`config.mk`:
```
export PLATFORM = sky130hd
export DESIGN_NAME = npbv_bend
export DESIGN_NICKNAME = d
export VERILOG_FILES = /design/src/rtl/note_pitch_bend_vibrato_core_defines.svh /design/src/rtl/npbv_pkg.sv /design/src/rtl/npbv_bend.sv
export SDC_FILE = /design/constraint.sdc
export NUM_CORES = 2
export LEC_CHECK = 0
export ABC_AREA = 1
export BUFFER_PORTS_ARGS = -buffer_cell sky130_fd_sc_hd__buf_2
export CORE_UTILIZATION = 56
export CTS_CLUSTER_SIZE = 16
export DETAILED_ROUTE_END_ITERATION = 16
export PLACE_DENSITY = 0.75
export SLEW_MARGIN = 20
export SYNTH_ARGS = -nofsm -noshare
export SYNTH_HDL_FRONTEND = slang
export SYNTH_SLANG_ARGS = --single-unit
```
`constraint.sdc`:
```
create_clock -name clk -period 5.28 [get_ports clk]
set_input_delay 0.792 -clock clk [delete_from_list [all_inputs] [get_ports clk]]
set_output_delay 0.792 -clock clk [all_outputs]
set_load 0.02 [all_outputs]
```
`src/rtl/note_pitch_bend_vibrato_core_defines.svh`:
```
// ============================================================================
// Assertion macros for the pitch bend and vibrato core
// Shared property forms; every use is clocked on clk and disabled in reset.
// ============================================================================
`ifndef NOTE_PITCH_BEND_VIBRATO_CORE_DEFINES_SVH
`define NOTE_PITCH_BEND_VIBRATO_CORE_DEFINES_SVH

// Same-cycle implication.
`define NPBV_CHECK(lbl, ante, cons, msg) \
  lbl: assert property (@(posedge clk) disable iff (rst) (ante) |-> (cons)) \
    else $error(msg);

// Next-cycle implication.
`define NPBV_CHECK_NEXT(lbl, ante, cons, msg) \
  lbl: assert property (@(posedge clk) disable iff (rst) (ante) |=> (cons)) \
    else $error(msg);

`endif

```
`src/rtl/npbv_pkg.sv`:
```
// ============================================================================
// npbv_pkg
// Types, constants, divider step and sine table for the pitch bend core.
// ============================================================================
package npbv_pkg;

  localparam int SINE_TABLE_DEPTH = 1024;
  localparam int K_W      = $clog2(SINE_TABLE_DEPTH);
  localparam int DEP_W    = $clog2(SINE_TABLE_DEPTH + 1);
  localparam int PERIOD_W = 21;
  localparam int NUMK_W   = PERIOD_W + DEP_W;

  localparam int FRONT_STEPS = 32;
  localparam int SEG_STEPS   = 16;

  localparam logic [16:0] FULL_POS   = 17'd65536;
  localparam int          LIMIT_SEMI = 12288;
  localparam logic [11:0] MAX_DEPTH  = 12'd3072;
  localparam logic [20:0] MIN_PERIOD = 21'd655;
  localparam logic [20:0] MAX_PERIOD = 21'd1048576;

  localparam logic [63:0] ONE_Q30     = 64'd1073741824;
  localparam logic [63:0] HALF_PI_Q30 = 64'd1686629713;
  localparam logic [63:0] DEPTH64     = 64'(SINE_TABLE_DEPTH);

  // Fields of one item that travel down the pipeline.
  typedef struct packed {
    logic signed [14:0] tuning;
    logic signed [14:0] bend_from;
    logic signed [14:0] bend_top;
    logic signed [14:0] bend_to;
    logic [16:0]        point_first;
    logic [16:0]        point_middle;
    logic [16:0]        point_last;
    logic [11:0]        depth;
    logic [20:0]        period;
    logic [1:0]         mode;
    logic               bad;
    logic               sat;
  } side_t;

  // State of one restoring division lane: remainder, quotient, dividend bits.
  typedef struct packed {
    logic [31:0] r;
    logic [31:0] q;
    logic [31:0] n;
  } div_t;

  typedef logic signed [15:0] sine_tab_t [SINE_TABLE_DEPTH];

  // One restoring division step: bring in one dividend bit, trial subtract.
  function automatic div_t div_step(input div_t s, input logic [31:0] d);
    logic [32:0] t;
    logic        ge;
    div_t        o;
    t   = {s.r, s.n[31]};
    ge  = (t >= {1'b0, d});
    o.r = ge ? 32'(t - {1'b0, d}) : t[31:0];
    o.q = {s.q[30:0], ge};
    o.n = {s.n[30:0], 1'b0};
    return o;
  endfunction

  function automatic logic in_semi(input logic signed [14:0] v);
    return (v >= -LIMIT_SEMI) && (v <= LIMIT_SEMI);
  endfunction

  // Round to the nearest whole semitone, halves away from zero.
  function automatic logic signed [16:0] round_semi(input logic signed [16:0] v);
    logic [16:0] m;
    logic [16:0] s;
    logic [16:0] r;
    m = v[16] ? 17'(-v) : 17'(v);
    s = m + 17'd128;
    r = {s[16:8], 8'b0};
    return v[16] ? $signed(17'(-r)) : $signed(r);
  endfunction

  // Q1.14 sine table built at elaboration with Q2.30 Taylor arithmetic.
  function automatic sine_tab_t make_sine();
    sine_tab_t   tab;
    logic [63:0] q;
    logic [63:0] r;
    logic [63:0] x;
    logic [63:0] x2;
    logic [63:0] t;
    logic [63:0] s;
    logic [15:0] v;
    for (int k = 0; k < SINE_TABLE_DEPTH; k++) begin
      q = 64'((4 * k) / SINE_TABLE_DEPTH);
      r = 64'((4 * k) % SINE_TABLE_DEPTH);
      if (q[0]) r = DEPTH64 - r;
      x  = (HALF_PI_Q30 * r) / DEPTH64;
      x2 = (x * x) >> 30;
      t  = ONE_Q30;
      t  = ONE_Q30 - ((x2 * t) >> 30) / 64'd110;
      t  = ONE_Q30 - ((x2 * t) >> 30) / 64'd72;
      t  = ONE_Q30 - ((x2 * t) >> 30) / 64'd42;
      t  = ONE_Q30 - ((x2 * t) >> 30) / 64'd20;
      t  = ONE_Q30 - ((x2 * t) >> 30) / 64'd6;
      s  = (x * t) >> 30;
      v  = 16'((s + 64'd32768) >> 16);
      tab[k] = (q >= 64'd2) ? $signed(16'(-v)) : $signed(v);
    end
    return tab;
  endfunction

  localparam sine_tab_t SINE_TAB = make_sine();

endpackage

```
`src/rtl/npbv_bend.sv`:
```
// ============================================================================
// npbv_bend
// Segment select, 16-step fraction divider, shaping, interpolation, rounding.
// ============================================================================
module npbv_bend import npbv_pkg::*; (
  input  logic               clk,
  input  logic               rst,
  input  logic               in_valid,
  input  side_t              in_side,
  input  logic [15:0]        in_quot,
  output logic               out_valid,
  output logic signed [15:0] out_bend,
  output logic signed [14:0] out_tuning,
  output logic               out_bad
);

  typedef struct packed {
    logic signed [14:0] a;
    logic signed [14:0] b;
    logic               sel_a;
    logic               sel_b;
    logic [16:0]        den;
    logic               quad;
    logic               rnd;
    logic signed [14:0] tuning;
    logic               bad;
  } bctl_t;

  localparam int LAST = SEG_STEPS + 3;

  logic [16:0]        pos;
  logic [16:0]        first;
  logic [16:0]        last;
  bctl_t              ctl_in;
  bctl_t              ctl  [SEG_STEPS+3];
  div_t               sdiv [SEG_STEPS+1];
  logic [15:0]        f2;
  logic signed [15:0] diff;
  logic signed [32:0] prod;
  logic signed [16:0] lerp;
  logic signed [16:0] pick;
  logic signed [15:0] bend;
  logic signed [14:0] tun_r;
  logic               bad_r;
  logic               vld  [LAST+1];

  // Choose the segment and its degenerate cases.
  always_comb begin
    pos = in_side.sat ? FULL_POS : {1'b0, in_quot};
    if (pos < in_side.point_middle) begin
      ctl_in.a = in_side.bend_from;
      ctl_in.b = in_side.bend_top;
      first    = in_side.point_first;
      last     = in_side.point_middle;
    end else begin
      ctl_in.a = in_side.bend_top;
      ctl_in.b = in_side.bend_to;
      first    = in_side.point_middle;
      last     = in_side.point_last;
    end
    ctl_in.sel_a  = (pos <= first);
    ctl_in.sel_b  = (pos >= last) || (first == last);
    ctl_in.den    = last - first;
    ctl_in.quad   = in_side.mode[0];
    ctl_in.rnd    = in_side.mode[1];
    ctl_in.tuning = in_side.tuning;
    ctl_in.bad    = in_side.bad;
  end

  // Interpolation, endpoint override and rounding of the final value.
  always_comb begin
    lerp = ctl[SEG_STEPS+2].a + 17'(prod >>> 16);
    if (ctl[SEG_STEPS+2].sel_a)      pick = 17'(ctl[SEG_STEPS+2].a);
    else if (ctl[SEG_STEPS+2].sel_b) pick = 17'(ctl[SEG_STEPS+2].b);
    else                             pick = lerp;
    if (ctl[SEG_STEPS+2].rnd) pick = round_semi(pick);
  end

  always_ff @(posedge clk) begin
    ctl[0]  <= ctl_in;
    sdiv[0] <= '{r: {15'b0, 17'(pos - first)}, q: '0, n: '0};
    for (int i = 1; i <= SEG_STEPS; i++) begin
      sdiv[i] <= div_step(sdiv[i-1], {15'b0, ctl[i-1].den});
      ctl[i]  <= ctl[i-1];
    end
    // Quadratic shaping of the fraction.
    f2   <= ctl[SEG_STEPS].quad ?
            16'((32'(sdiv[SEG_STEPS].q[15:0]) * 32'(sdiv[SEG_STEPS].q[15:0])) >> 16) :
            sdiv[SEG_STEPS].q[15:0];
    diff <= 16'(ctl[SEG_STEPS].b) - 16'(ctl[SEG_STEPS].a);
    ctl[SEG_STEPS+1] <= ctl[SEG_STEPS];
    // Scale the span by the fraction.
    prod <= diff * $signed({1'b0, f2});
    ctl[SEG_STEPS+2] <= ctl[SEG_STEPS+1];
    // Interpolate, override and round.
    bend  <= 16'(pick);
    tun_r <= ctl[SEG_STEPS+2].tuning;
    bad_r <= ctl[SEG_STEPS+2].bad;
  end

  always_ff @(posedge clk) begin
    if (rst) begin
      for (int i = 0; i <= LAST; i++) vld[i] <= 1'b0;
    end else begin
      vld[0] <= in_valid;
      for (int i = 1; i <= LAST; i++) vld[i] <= vld[i-1];
    end
  end

  assign out_valid  = vld[LAST];
  assign out_bend   = bend;
  assign out_tuning = tun_r;
  assign out_bad    = bad_r;

endmodule

```
# --- Yosys cells after proc, flatten, opt, wreduce, memory -nomap -nowiden ---
# Memory sizes are Yosys's and may differ from the RTL's.
# Index checks and enable logic that the tools add are counted.
totals:
  regBits: 97
  n_memories: 3
  word_cells: 124
  inputBits: 167
  ramBits: 2908
memory_table:
  columns: ["name", "words", "width", "read_ports", "rd_ports_with_merged_regs", "wr", "line_no", "source"]
  rows:
  - ["sdiv", 17, 95, 17, 0, 17, "npbv_bend.sv:36", "div_t sdiv [SEG_STEPS+1];"]
  - ["ctl", 19, 67, 19, 0, 19, "npbv_bend.sv:35", "bctl_t ctl [SEG_STEPS+3];"]
  - ["vld", 20, 1, 20, 0, 20, "npbv_bend.sv:45", "logic vld [LAST+1];"]
op_classes:
  add_sub_neg: 23
  n_mux: 49
  n_mul: 2
  reduce_logical: 1
  bitwise: 20
  n_eq_ne: 1
  order_cmp: 19
op_table:
  columns: ["operator", "n"]
  rows:
  - ["33-bit by 17-bit >= comparator with 1-bit output", 16]
  - ["32-bit 2-to-1 mux", 16]
  - ["32-bit by 17-bit subtractor with 32-bit output", 16]
  - ["17-bit 2-to-1 mux", 5]
  - ["16-bit 2-to-1 mux", 4]
  - ["17-bit subtractor", 2]
  - ["16-bit by 17-bit multiplier with 33-bit output", 1]
  - ["16-bit by 16-bit multiplier with 32-bit output", 1]
  - ["16-bit negator", 2]
  - ["30-bit 2-to-1 mux", 1]
  - ["1-bit 2-to-1 mux", 23]
  - ["1-bit bitwise OR", 20]
  - ["15-bit by 17-bit adder with 17-bit output", 1]
  - ["17-bit == test", 1]
  - ["17-bit >= comparator", 1]
  - ["17-bit less-or-equal comparator", 1]
  - ["17-bit < comparator", 1]
  - ["16-bit by 8-bit adder with 16-bit output (second input constant)", 1]
  - ["15-bit by 15-bit subtractor with 16-bit output", 1]
  - ["1-bit logical OR", 1]

# --- Depth between registers and ports, before layout ---
# An unclocked memory read counts as a cell.
depth:
  ltp_word: 10
  ltp_mapped: 30

# --- Worst setup path after synthesis ---
# Ideal clock, no wire load.
synth_timing:
  kind: "register to register"
  start: "memory sdiv[0][1555] (netlist bit)"
  end: "register f2[7]"
  t_arrival_ns: 5.709
  synth_period_minus_slack_ns: 5.836
  stages_incl_launch_ff: 27
  setup_time_ns: 0.127
  path_slack_ns: -0.556
  path_cell_list: "dfxtp_1 > clkbuf_1 > clkbuf_1 > nand2_1 > fa_1 > fa_1 > inv_1 > fa_1 > fa_1 > fa_1 > inv_1 > fa_1 > inv_1 > ha_1 > nand2_1 > inv_1 > nand3_1 > o221ai_1 > a21oi_1 > inv_1 > nand2_1 > o211ai_1 > nand2_1 > o211ai_1 > or2_2 > nand3_1 > o21ai_0"
synth_lines:
  columns: ["item", "line_no", "source"]
  rows:
  - ["start, declared", "npbv_bend.sv:36", null]
  - ["end signal, assigned", "npbv_bend.sv:87", "f2 <= ctl[SEG_STEPS].quad ?"]
  - ["end, declared", "npbv_bend.sv:37", "logic [15:0] f2;"]

==> flow_results.xml <==
<?xml version="1.0" encoding="UTF-8"?>
<metrics>
  <group name="routing">
    <metric name="via_count" unit="">55800</metric>
    <metric name="wire_per_inst" unit="um">14.6</metric>
    <metric name="detailedRoute.firstPassIterationCount" unit="">5</metric>
    <metric name="finalWirelength" unit="mm">164</metric>
    <metric name="initialDrtViolationCount" unit="">2705</metric>
    <metric name="drcViolationCount" unit="">0</metric>
    <metric name="route.antenna.remaining_nets" unit="">0</metric>
    <metric name="post_drt_via_cell_ratio" unit="">4.94</metric>
  </group>
  <group name="yosys">
    <metric name="postSynth.asyncResetShare" unit="%">0</metric>
    <metric name="synth_nets" unit="">9750</metric>
    <metric name="synth.ff_latch_count" unit="">1954</metric>
    <metric name="synth.yosys.seq_area_share" unit="%">48.3</metric>
    <metric name="syn-cell-area" unit="sq um">81000</metric>
    <metric name="yosys_warnings" unit="">0</metric>
    <metric name="synthesis.instances" unit="">8620</metric>
    <metric name="post_synth.cell_area_avg" unit="sq um">9.40</metric>
    <metric name="post-synth-top-area-fraction" unit="%">48.3</metric>
    <metric name="synth_enable_flop_cells" unit="">0</metric>
    <metric name="synth_top_flop_cell" unit="">dfxtp_1</metric>
    <metric name="synth.lib_cells_used.distinct" unit="">70</metric>
    <metric name="yosys.area.top_type" unit="">dfxtp_1</metric>
    <metric name="ys_top_cells_by_area" unit="">dfxtp_1, fa_1, ha_1</metric>
  </group>
  <group name="clock_network">
    <metric name="htreeDepth" unit="">4</metric>
    <metric name="clock_sink_count" unit="">1954</metric>
    <metric name="cts_made_buffers" unit="">184</metric>
    <metric name="worst_setup_hold_path_clk_slew" unit="ps">60</metric>
    <metric name="clk_latency" unit="ps">840</metric>
    <metric name="cts_max_path_buffers" unit="">3</metric>
    <metric name="clk_root_buffer_cell" unit="">clkbuf_16</metric>
    <metric name="cts_tree" unit="">done</metric>
  </group>
  <group name="sta">
    <metric name="rsz0062_at_grt" unit="">yes</metric>
    <metric name="maxClockFrequency" unit="MHz">177</metric>
    <metric name="timing_worst_slew_pin_value" unit="ps">873</metric>
    <metric name="final-max-slew-violation-count" unit="">0</metric>
    <metric name="final.setup_skew" unit="ps">66.5</metric>
    <metric name="hold_viol_final" unit="">0</metric>
    <metric name="report.final.setup_viol" unit="">25</metric>
    <metric name="postLayoutSetupSlackWorst" unit="ps">-369</metric>
    <metric name="layout_min_cycle_time" unit="ps">5650</metric>
    <metric name="final.period_utilization" unit="%">107</metric>
    <metric name="max-slew-margin-rel" unit="%">41.0</metric>
  </group>
  <group name="placed_design">
    <metric name="io_buffers" unit="">166</metric>
    <metric name="pre_cts_ws" unit="ps">-741</metric>
    <metric name="dp.final_hpwl" unit="mm">126</metric>
    <metric name="routabilityCongestion" unit="">0.950</metric>
  </group>
  <group name="setup_path">
    <metric name="setup.reg_to_reg.worst_slack" unit="ps">-370</metric>
    <metric name="timing.critical_path.fanout_max" unit="">6</metric>
    <metric name="crit_path_start" unit="">sdiv[0][1559]$_DFF_P_</metric>
    <metric name="setup.worst_path.end_class" unit="">flop</metric>
    <metric name="rr_endpoint" unit="">f2[15]$_DFF_P_</metric>
    <metric name="setup.worst_path.class" unit="">flop to flop</metric>
    <metric name="startpoint_type" unit="">flop</metric>
    <metric name="worstPathArrival" unit="ps">6290</metric>
    <metric name="worst_r2r_startpoint" unit="">sdiv[0][1559]$_DFF_P_</metric>
    <metric name="timing.critical_path.required" unit="ps">5920</metric>
    <metric name="ff2ff_path_depth" unit="">25</metric>
  </group>
  <group name="global_routing">
    <metric name="groute.usage.overall" unit="%">22.7</metric>
    <metric name="grt_start_max_net_pins" unit="">38</metric>
    <metric name="grt_antenna_before_repair" unit="">2</metric>
    <metric name="globalRoute.totalOverflow" unit="">0</metric>
    <metric name="wire_length_of_the_first_global_routing_pass" unit="mm">272</metric>
    <metric name="number_of_global_route_vias_before_repair" unit="">57300</metric>
  </group>
  <group name="floorplanning">
    <metric name="dieArea" unit="sq um">146000</metric>
    <metric name="floorplan.io_pins" unit="">200</metric>
    <metric name="floorplan.die.width" unit="um">382</metric>
    <metric name="floorplan_core_area" unit="sq um">143000</metric>
    <metric name="fp-row-count" unit="">139</metric>
    <metric name="die_height" unit="um">382</metric>
    <metric name="start_util" unit="%">56.5</metric>
  </group>
  <group name="hold_path">
    <metric name="worstHoldPathType" unit="">input pin to flop</metric>
    <metric name="hold_path.startpoint" unit="">in_side[2]</metric>
    <metric name="hold_end" unit="">ctl[0][17]$_DFF_P_</metric>
    <metric name="worst_hold_path.num_cells" unit="">1</metric>
  </group>
  <group name="finish">
    <metric name="antenna-diode-count" unit="">0</metric>
    <metric name="layout_common_cells" unit="">dfxtp_1, inv_1, nand2_1, nor2_1, ha_1</metric>
    <metric name="final_layout_size_suffix_gt1_share" unit="%">13.5</metric>
    <metric name="finish.net_count" unit="">10400</metric>
    <metric name="layout_commonest_cell" unit="">dfxtp_1</metric>
    <metric name="flow.area_growth_from_synthesis" unit="%">17.2</metric>
  </group>
  <group name="run_status">
    <metric name="violations_in_the_final_reports" unit="">setup timing</metric>
    <metric name="outcome" unit="">complete, but fails checks</metric>
  </group>
  <group name="job">
    <metric name="max-cap-violations" unit="">0</metric>
  </group>
</metrics>
## critical path, stage by stage (launching register included)
cell,delay (ps)
dfxtp_4,400
buf_12,140
nand2_4,60
inv_2,40
fa_1,510
inv_1,60
fa_1,480
inv_1,50
fa_2,530
fa_1,440
fa_1,520
inv_1,50
fa_1,490
inv_2,50
ha_4,240
a21oi_4,150
o21ai_2,70
nand3_1,70
o211ai_1,110
nand2_1,100
nand4_1,210
nand3_1,150
nand2_2,100
a211oi_2,210
xor2_1,170
o21ai_1,80
## timing repair
action	in CTS	in global routing
pin swaps	88	96
endpoints found under the setup margin	32	32
gates resized for setup	196	149
hold buffers	17	0
hold endpoints to repair	17	0
buffers inserted	32	26
## Yosys cell counts (8+ instances only)
cell and number:
o2111ai_1 8, o21ai_2 9, xnor2_1 271, dfxtp_1 1954
o211ai_1 15, a21oi_1 424, fa_1 375, nor3_1 93
nor2_1 596, nand2_1 1360, a21o_1 33, o21bai_1 26
nor4_1 37, a31oi_1 13, inv_1 1452, or2_2 44
buf_2 12, nand4_1 96, o221ai_1 12, o21a_1 11
a211oi_1 8, ha_1 588, xor2_1 235, clkbuf_1 136
o31ai_1 8, nand2_2 15, nand3_1 229, inv_2 11
o21ai_1 14, nor2_2 14, o21ai_0 415
## cell families after synthesis
family	Yosys count	share of synthesized area (%)
AO/OA/AOI/OAI	1053	7.26
XOR/XNOR	507	5.49
adder cells (fa/ha/maj)	963	18.4
buffers and inverters	1620	7.54
flip-flops	1954	48.3
multiplexers	2	0.0278
AND/OR/NAND/NOR	2521	13.0
## registers in the layout, indices dropped and copies added (netlist names)
signal,count
f2,16
out_bend,16
sdiv,633
ctl,1220
prod,17
vld,20
out_bad,1
diff,16
out_tuning,15
## through the flow
step                area [sq um]  setup TNS [ps]  util, %  instances  hold slack [ps]
floorplan                  81800            -318        -       8620              310
CTS                        94200           -4440     65.7      11300             23.0
detailed placement         86800          -13660     60.5      10900              312
global placement           86800          -11180     60.5      10900              310
finish                     94900           -4580     66.1      11300             92.9
global route               94900          -10300     66.1      11300             30.6
## cell type report
class / instances / area, sq um
fill: 11200 / 48600
sequential: 1954 / 39200
multi-input combinational: 5046 / 36900
inverter: 1463 / 5490
clock buffer: 255 / 5270
timing repair buffer: 583 / 4430
tap: 1903 / 2380
clock inverter: 79 / 1220
## layer usage
layer | vias up | GRT usage [%] | routed length, um
li1 | 28300 | - | -
met2 | 1220 | 41.4 | 83900
met5 | - | 0 | 13
met1 | 25900 | 25.9 | 67100
met3 | 406 | 3.37 | 6320
met4 | 2 | 10.4 | 6880
## how the worst max path moves through the flow
stage / end / slack, ps / cells past startpoint
2_1_floorplan: prod[30]$_DFF_P_ / -110 / 25
3_3_place_gp: prod[29]$_DFF_P_ / -660 / 23
3_5_place_dp: prod[29]$_DFF_P_ / -740 / 21
4_1_cts: prod[30]$_DFF_P_ / -390 / 22
5_1_grt: f2[13]$_DFF_P_ / -550 / 25
6_report: f2[15]$_DFF_P_ / -370 / 25
Power is not shown: default switching activity piles up to over one toggle a cycle in this logic, so the estimate is an artifact.
